[config.mk]
export PLATFORM = sky130hd
export DESIGN_NAME = half_single_float_converter_flat
export DESIGN_NICKNAME = d
export VERILOG_FILES = /design/src/sv/hsfc_pkg.sv /design/src/sv/hsfc_stream_if.sv /design/src/sv/hsfc_convert.sv /design/src/sv/half_single_float_converter.sv /design/src/flat_wrapper.sv
export SDC_FILE = /design/constraint.sdc
export NUM_CORES = 1
export LEC_CHECK = 0
export ABC_CLOCK_PERIOD_IN_PS = 5100
export BUFFER_PORTS_ARGS = -buffer_cell sky130_fd_sc_hd__buf_2
export CAP_MARGIN = 20
export CORE_ASPECT_RATIO = 2
export CORE_MARGIN = 2
export CORE_UTILIZATION = 55
export DETAILED_ROUTE_END_ITERATION = 16
export PLACE_DENSITY = 0.78
export SETUP_SLACK_MARGIN = 0.1
export SYNTH_ARGS = -nofsm -noshare
export SYNTH_HDL_FRONTEND = slang
export SYNTH_SLANG_ARGS = --single-unit
[constraint.sdc]
create_clock -name clk_i -period 5.1 [get_ports clk_i]
set_clock_uncertainty 0.15 [all_clocks]
set_input_delay 0.765 -clock clk_i [delete_from_list [all_inputs] [get_ports clk_i]]
set_output_delay 0.765 -clock clk_i [all_outputs]
set_load 0.01 [all_outputs]
[src/sv/hsfc_pkg.sv]
// ----------------------------------------------------------------------------
// hsfc_pkg
// Shared types and constants for the half/single float converter.
// ----------------------------------------------------------------------------
`default_nettype none

package hsfc_pkg;

  typedef enum logic {
    OP_HALF_TO_SINGLE = 1'b0,
    OP_SINGLE_TO_HALF = 1'b1
  } op_e;

  localparam logic [15:0] HalfSign    = 16'h8000;
  localparam logic [9:0]  HalfMant    = 10'h3FF;
  localparam int          ExpBiasDiff = 127 - 15;
  localparam logic [12:0] DropHalf    = 13'h1000;
  localparam logic [9:0]  HalfQnanBit = 10'h200;
  localparam logic [4:0]  HalfExpMax  = 5'h1F;

  // input beat
  typedef struct packed {
    op_e         op;
    logic [31:0] operand;
  } in_beat_t;

  // output beat
  typedef struct packed {
    logic [31:0] converted;
  } out_beat_t;

endpackage

`default_nettype wire

[src/sv/hsfc_stream_if.sv]
// ----------------------------------------------------------------------------
// hsfc_in_if / hsfc_out_if
// Valid/ready stream interfaces for the converter channels.
// ----------------------------------------------------------------------------
`default_nettype none

interface hsfc_in_if;
  logic              valid;
  logic              ready;
  hsfc_pkg::in_beat_t payload;
  modport source (output valid, output payload, input ready);
  modport sink   (input valid, input payload, output ready);
endinterface

interface hsfc_out_if;
  logic               valid;
  logic               ready;
  hsfc_pkg::out_beat_t payload;
  modport source (output valid, output payload, input ready);
  modport sink   (input valid, input payload, output ready);
endinterface

`default_nettype wire

[src/sv/hsfc_convert.sv]
// ----------------------------------------------------------------------------
// hsfc_convert
// Combinational binary16 <-> binary32 conversion of one operand.
// ----------------------------------------------------------------------------
`default_nettype none

module hsfc_convert (
  input  var hsfc_pkg::in_beat_t beat_i,
  output logic [31:0]            converted_o
);

  logic [31:0] widened;
  logic [15:0] narrowed;

  // half to single
  always_comb begin
    logic [15:0] h;
    logic [4:0]  e;
    logic [9:0]  m;
    logic [3:0]  k;
    logic [10:0] nm;
    logic [7:0]  ew;
    h  = beat_i.operand[15:0];
    e  = h[14:10];
    m  = h[9:0];
    k  = 4'd0;
    for (int i = 9; i >= 0; i--) begin
      if (m[i] && k == 4'd0) k = 4'(10 - i);
    end
    nm = {1'b0, m} << k;
    ew = 8'(1 + hsfc_pkg::ExpBiasDiff) - {4'd0, k};
    widened = {h[15], 31'd0};
    if (e == 5'd0) begin
      if (m != 10'd0) widened = {h[15], ew, nm[9:0], 13'd0};
    end else if (e == hsfc_pkg::HalfExpMax) begin
      widened = {h[15], 8'hFF, m, 13'd0};
    end else begin
      widened = {h[15], 8'({3'd0, e} + 8'(hsfc_pkg::ExpBiasDiff)), m, 13'd0};
    end
  end

  // single to half, round to nearest even
  always_comb begin
    logic        s;
    logic [7:0]  e;
    logic [22:0] f;
    logic [8:0]  e16;
    logic [23:0] full;
    logic [4:0]  sh;
    logic [23:0] sub_m;
    logic [31:0] rem;
    logic [31:0] hlf;
    logic [10:0] mr;
    logic [15:0] inf;
    s   = beat_i.operand[31];
    e   = beat_i.operand[30:23];
    f   = beat_i.operand[22:0];
    inf = {s, hsfc_pkg::HalfExpMax, 10'd0};
    e16 = {1'b0, e} - 9'(hsfc_pkg::ExpBiasDiff);
    full = {1'b1, f};
    // subnormal shift: 14 - e16, valid when e16 <= 0 (up to 30 bits dropped)
    sh  = 5'(9'd14 - e16);
    sub_m = full >> sh;
    hlf   = 32'd1 << (sh - 5'd1);
    rem   = {8'd0, full} & ((32'd1 << sh) - 32'd1);
    mr    = 11'd0;
    if (e == 8'hFF) begin
      narrowed = (f == 23'd0) ? inf : (inf | {6'd0, hsfc_pkg::HalfQnanBit});
    end else if (e == 8'd0) begin
      narrowed = {s, 15'd0};
    end else if (e > 8'd142) begin
      narrowed = inf;
    end else if (e <= 8'd112) begin
      if (e < 8'd96) begin
        narrowed = {s, 15'd0};
      end else begin
        mr = sub_m[10:0];
        if (rem > hlf || (rem == hlf && sub_m[0])) mr = mr + 11'd1;
        narrowed = {s, 4'd0, mr};
      end
    end else begin
      mr = {1'b0, f[22:13]};
      if (f[12:0] > hsfc_pkg::DropHalf || (f[12:0] == hsfc_pkg::DropHalf && f[13]))
        mr = mr + 11'd1;
      // carry rolls into exponent; 30 + carry gives infinity pattern
      narrowed = {s, 15'({e16[4:0], 10'd0} + {4'd0, mr})};
    end
  end

  assign converted_o = (beat_i.op == hsfc_pkg::OP_HALF_TO_SINGLE) ?
                       widened : {16'd0, narrowed};

endmodule

`default_nettype wire

[src/sv/half_single_float_converter.sv]
// ----------------------------------------------------------------------------
// half_single_float_converter
// IEEE 754 binary16/binary32 bit-pattern converter, one beat per cycle.
// ----------------------------------------------------------------------------
// Usage:
//   in_if carries op and operand; op selects half->single or single->half.
//   out_if carries the converted pattern; a half result is zero-extended.
//   Path: an input beat is registered in the input register, converted
//   combinationally, and registered into the output register when the
//   output stage advances. Throughput: one beat per cycle while the receiver
//   does not stall; the input register and the output register form a
//   two-entry pipeline, each stage advances when the one ahead is empty or draining.
//   Reset clears both valid flags; nothing else is held.
//   When the receiver stalls, the output beat holds, the input stage fills,
//   and in_if.ready drops until the output is taken.
// ----------------------------------------------------------------------------
`default_nettype none

module half_single_float_converter (
  input  wire          clk_i,
  input  wire          rst_ni,
  hsfc_in_if.sink      in_if,
  hsfc_out_if.source   out_if
);

  logic               in_vld_q;
  hsfc_pkg::in_beat_t in_q;
  logic               out_vld_q;
  logic [31:0]        out_q;
  logic [31:0]        conv;
  logic               out_adv;
  logic               in_adv;

  hsfc_convert u_convert (
    .beat_i      (in_q),
    .converted_o (conv)
  );

  assign out_adv      = !out_vld_q || out_if.ready;
  assign in_adv       = !in_vld_q || out_adv;
  assign in_if.ready  = in_adv;
  assign out_if.valid = out_vld_q;
  assign out_if.payload.converted = out_q;

  // valid flags
  always_ff @(posedge clk_i or negedge rst_ni) begin
    if (!rst_ni) begin
      in_vld_q  <= 1'b0;
      out_vld_q <= 1'b0;
    end else begin
      if (out_adv) out_vld_q <= in_vld_q;
      if (in_adv)  in_vld_q  <= in_if.valid;
    end
  end

  // payload
  always_ff @(posedge clk_i) begin
    if (in_adv && in_if.valid) in_q <= in_if.payload;
    if (out_adv && in_vld_q)   out_q <= conv;
  end

  a_hold: assert property (@(posedge clk_i) disable iff (!rst_ni)
    out_vld_q && !out_if.ready |=> out_vld_q && $stable(out_q))
    else $error("output beat lost under stall");
  a_move: assert property (@(posedge clk_i) disable iff (!rst_ni)
    in_vld_q && out_adv |=> out_vld_q && out_q == $past(conv))
    else $error("converted beat not registered");
  a_full: assert property (@(posedge clk_i) disable iff (!rst_ni)
    !in_if.ready |-> in_vld_q && out_vld_q)
    else $error("ready low with free stage");

endmodule

`default_nettype wire
[src/flat_wrapper.sv]
// flat-port wrapper written by rule: the top's interface ports become plain ports
module half_single_float_converter_flat 
  (clk_i, rst_ni, in_if_valid, in_if_payload, in_if_ready, out_if_valid, out_if_payload, out_if_ready);
  hsfc_in_if in_if_i ();
  hsfc_out_if out_if_i ();
  input  wire clk_i;
  input  wire rst_ni;
  input wire logic [$bits(in_if_i.valid)-1:0] in_if_valid;
  input wire logic [$bits(in_if_i.payload)-1:0] in_if_payload;
  output wire logic [$bits(in_if_i.ready)-1:0] in_if_ready;
  output wire logic [$bits(out_if_i.valid)-1:0] out_if_valid;
  output wire logic [$bits(out_if_i.payload)-1:0] out_if_payload;
  input wire logic [$bits(out_if_i.ready)-1:0] out_if_ready;
  assign in_if_i.valid = in_if_valid;
  assign in_if_i.payload = in_if_payload;
  assign in_if_ready = in_if_i.ready;
  assign out_if_valid = out_if_i.valid;
  assign out_if_payload = out_if_i.payload;
  assign out_if_i.ready = out_if_ready;
  half_single_float_converter u_core (.clk_i(clk_i), .rst_ni(rst_ni), .in_if(in_if_i), .out_if(out_if_i));
endmodule
==> summary.txt <==
Status
  – Outcome: completed

Clocking
  – Clock sinks: 66
  – H-tree levels: 3
  – CTS root buf: clkbuf_16
  – Max Buffers Root-to-Sink: 2
  – TritonCTS clock tree: yes
  – Clock slew at reported path FFs: 0.06 ns
  – Num CTS Buffers: 9
  – Worst-Skew Late Latency: 0.33 ns

Drt
  – Post-Route WL: 22.3 mm
  – DRT iter0 DRCs: 565
  – WL/cell: 23.7 um
  – DRC violations left: 0
  – DRT Pass-1 Iters: 6
  – Final ANT Viol Nets: 0
  – Routed vias/inst: 6.74
  – Routed vias: 6338

Pwr
  – Peak VDD IR: 0.204 mV
  – Leak pwr: 2.97 nW
  – Power Total: 0.00208 W
  – Pwr dens: 276 mW/mm2

Timing
  – RSZ-0062 raised after global routing: yes
  – Slew Limit Fails: 0
  – Worst slew pin tran: 0.771 ns
  – Max frequency: 0.207 GHz
  – Final setup TNS: 0 ns
  – Final setup vio count: 0
  – Final worst-path cycle share: 94.7%
  – Rel. slew slack: 48.1%
  – Final hold violations: 0
  – Final Critical Period: 4.83 ns

Setup path
  – CP endpoint kind: flip-flop
  – Cell Chain, Critical Path: ha_2 > or2b_2 > a21oi_2 > buf_4 > nor2_1 > buf_4 > nor3_1 > a21o_1 > mux2i_1 > nor2_1 > o21a_1 > ha_1 > nand4_1 > nor4_4 > o2bb2ai_2 > o211ai_2 > buf_4 > nor2_4 > o32ai_1 > or3b_1
  – CP dominant cell by count: buf_4
  – Setup CP Type: flip-flop to flip-flop
  – Worst Path Required: 5.02 ns
  – Crit-path slowest cell: edfxtp_1
  – CP Data Arrival Time: 4.75 ns
  – Critical path buffers and inverters: 3
  – CP max FO: 11
  – CP Launch Type: flip-flop
  – Worst stage delay on the critical path: 0.41 ns
  – Top delay family on crit path: simple AND/OR/NAND/NOR gates

Die
  – # rows: 56
  – Die ar.: 0.0130 mm2
  – Initial Utilization: 56.4%
  – Core ar.: 0.0118 mm2
  – Chip Width: 81.7 um
  – Die Y: 159 um
  – I/O Pins: 71

Global routing
  – First-pass GRT wire length: 33.7 mm
  – Initial antenna violation count: 0
  – Vias in the first global route: 6291
  – Gr ovfl total: 0
  – Pin count of the biggest net entering global routing: 38
  – Total track usage: 34.6%

Logic synthesis
  – Largest family of logic cells by synthesized area: simple AND/OR/NAND/NOR gates
  – Netlist Area Pre-Place: 0.00663 mm2
  – Synthesized area per cell: 9.25 um2
  – Adder-Cell Fraction of Synth Area: 7.73%
  – Synth Instances: 717
  – Yosys cell types: 94
  – Mapped Nets: 795
  – Simple logic cell fraction of the synthesized area: 21.1%
  – Post-synthesis mux area share: 11.5%
  – Number of synthesized flops with an enable pin: 64
  – Synth async-reset ratio: 3.03%
  – Synth warnings: 0
  – #FFs+latches synth: 66
  – Post-Synth XOR/XNOR Area: 3.98%
  – Register area share after synthesis: 29.7%
  – Compound-Gate Fraction of Synth Area: 19.1%
  – Top FF cell, synth: edfxtp_1

Worst hold path
  – Worst Hold Class: input pin to asynchronous set/reset pin

Cells and area
  – Share of cells above drive strength 1: 25.4%
  – Nets: 869
  – Layout fillers: 1018
  – ANT cells: 0
  – Layout overhead on the synthesized area: 13.5%

Place
  – RePlAce Congestion: 1.04
  – I/O Buffers: 70
  – Post-detailed-placement half-perimeter wirelength: 17.0 mm

Run
  – Max-cap violations: 0
[worst paths after layout]
check	endpoint	slack (ns)	startpoint	depth (start not counted)
min in group clk_i	u_core.out_if.valid$_DFFE_PN0P_	0.36	u_core.in_vld_q$_DFFE_PN0N_	1
worst min-delay path	u_core.in_vld_q$_DFFE_PN0N_	0.06	rst_ni	1
max in group asynchronous	u_core.out_if.valid$_DFFE_PN0P_	4.64	rst_ni	1
worst max-delay path	u_core.out_if.payload[8]$_SDFFCE_PP0P_	0.27	u_core.in_q[25]$_DFFE_PP_	20
worst max register to register	u_core.out_if.payload[8]$_SDFFCE_PP0P_	0.27	u_core.in_q[25]$_DFFE_PP_	20
worst min register to register	u_core.out_if.valid$_DFFE_PN0P_	0.36	u_core.in_vld_q$_DFFE_PN0N_	1
[synthesized netlist by cell type, types with 7 or more instances]
cell type / instances / area, um2
clkbuf_1: 23 / 86.3
nand3_1: 28 / 140
o21a_1: 10 / 75.1
nor2_1: 60 / 225
nand4_1: 17 / 106
inv_1: 16 / 60.1
nand2b_1: 7 / 43.8
a21oi_1: 49 / 245
nand2_1: 84 / 315
nor2b_1: 7 / 43.8
edfxtp_1: 64 / 1920
and2_1: 11 / 68.8
nor3_1: 21 / 105
xor2_1: 13 / 114
mux4_1: 7 / 184
o21ai_0: 29 / 145
and3_1: 7 / 43.8
mux2i_1: 23 / 230
a31oi_1: 8 / 50.1
ha_1: 41 / 513
o211ai_1: 8 / 60.1
xnor2_1: 9 / 78.8
mux2_2: 15 / 169
mux4_2: 8 / 180
clkbuf_8: 10 / 138
or3_1: 8 / 50.1
[kinds of logic (layout without fill, tap and decap cells)]
family | Yosys count | after routing
simple gates | 283 | 283
compound gates | 181 | 181
buf+inv | 68 | 147
flops | 66 | 66
mux | 53 | 53
fa+ha+maj | 41 | 41
xor+xnor | 25 | 25
[sequential cells by signal, indices dropped and copies added, names as in the netlist]
name	flops
u_core.in_vld_q	1
u_core.out_if.valid	1
u_core.in_q	33
u_core.out_if.payload	31
[area by class of cell]
class | instances | area (um2) | share of cell area [%]
inverter | 18 | 67.6 | 0.897
multi-input combinational | 583 | 4320 | 57.3
tap | 145 | 181 | 2.41
sequential | 66 | 1970 | 26.2
clock inverter | 6 | 88.8 | 1.18
clock buffer | 10 | 229 | 3.04
timing repair buffer | 113 | 677 | 8.99
[power breakdown]
group	switching [W]	internal (W)	leakage (nW)
clock network	0.000242	0.000429	0.151
registers	0.0000535	0.000646	0.645
logic	0.000419	0.000289	2.17
[through the flow]
stage               std cells  hold WS [ns]  util, %  instance area [um2]  setup slack (ns)
floorplan                 717         0.299        -                 6650             0.168
global placement          917         0.319     60.0                 7060             0.280
detailed placement        917         0.347     60.0                 7060             0.116
CTS                       935        0.0522     62.8                 7390             0.158
global route              941        0.0592     64.0                 7530            0.0264
finish                    941        0.0595     64.0                 7530             0.272
[routing by layer]
metal	up-vias	track usage (%)	part of all wire, %
li1	2875	-	-
met1	3038	36.6	34
met2	317	60.0	52
met3	108	4.99	4.9
met4	0	24.5	8.5
met5	-	0	0
[layout by cell type, fill, tap and decap left out, types with 5 or more instances in the layout]
cell	Yosys	layout
a31oi_1	8	8
buf_4	3	42
o211ai_1	8	8
o21a_1	10	10
nor2b_1	7	7
xor2_1	13	13
nand2b_1	7	7
or3_1	8	8
inv_1	16	16
clkbuf_16	0	9
mux4_2	8	8
mux2_2	15	15
buf_2	3	70
mux2i_1	23	23
a21oi_1	49	48
nor2_1	60	57
nand2_1	84	83
a22oi_1	6	6
xnor2_1	9	8
and3_1	7	7
edfxtp_1	64	64
ha_1	41	38
and2_1	11	11
nor2_2	2	5
nor4_1	6	5
o21ai_0	29	28
nand4_1	17	17
mux4_1	7	7
nand3_1	28	28
nor3_1	21	19
[timing repair]
action                     CTS  global route
resized for setup            0            20
hold buffers                 0             0
setup endpoints to repair    1            11
pin swaps                    0             3
gates cloned                 0             0
setup buffers                2             6
No activity file was read; power rests on OpenSTA's default activity.
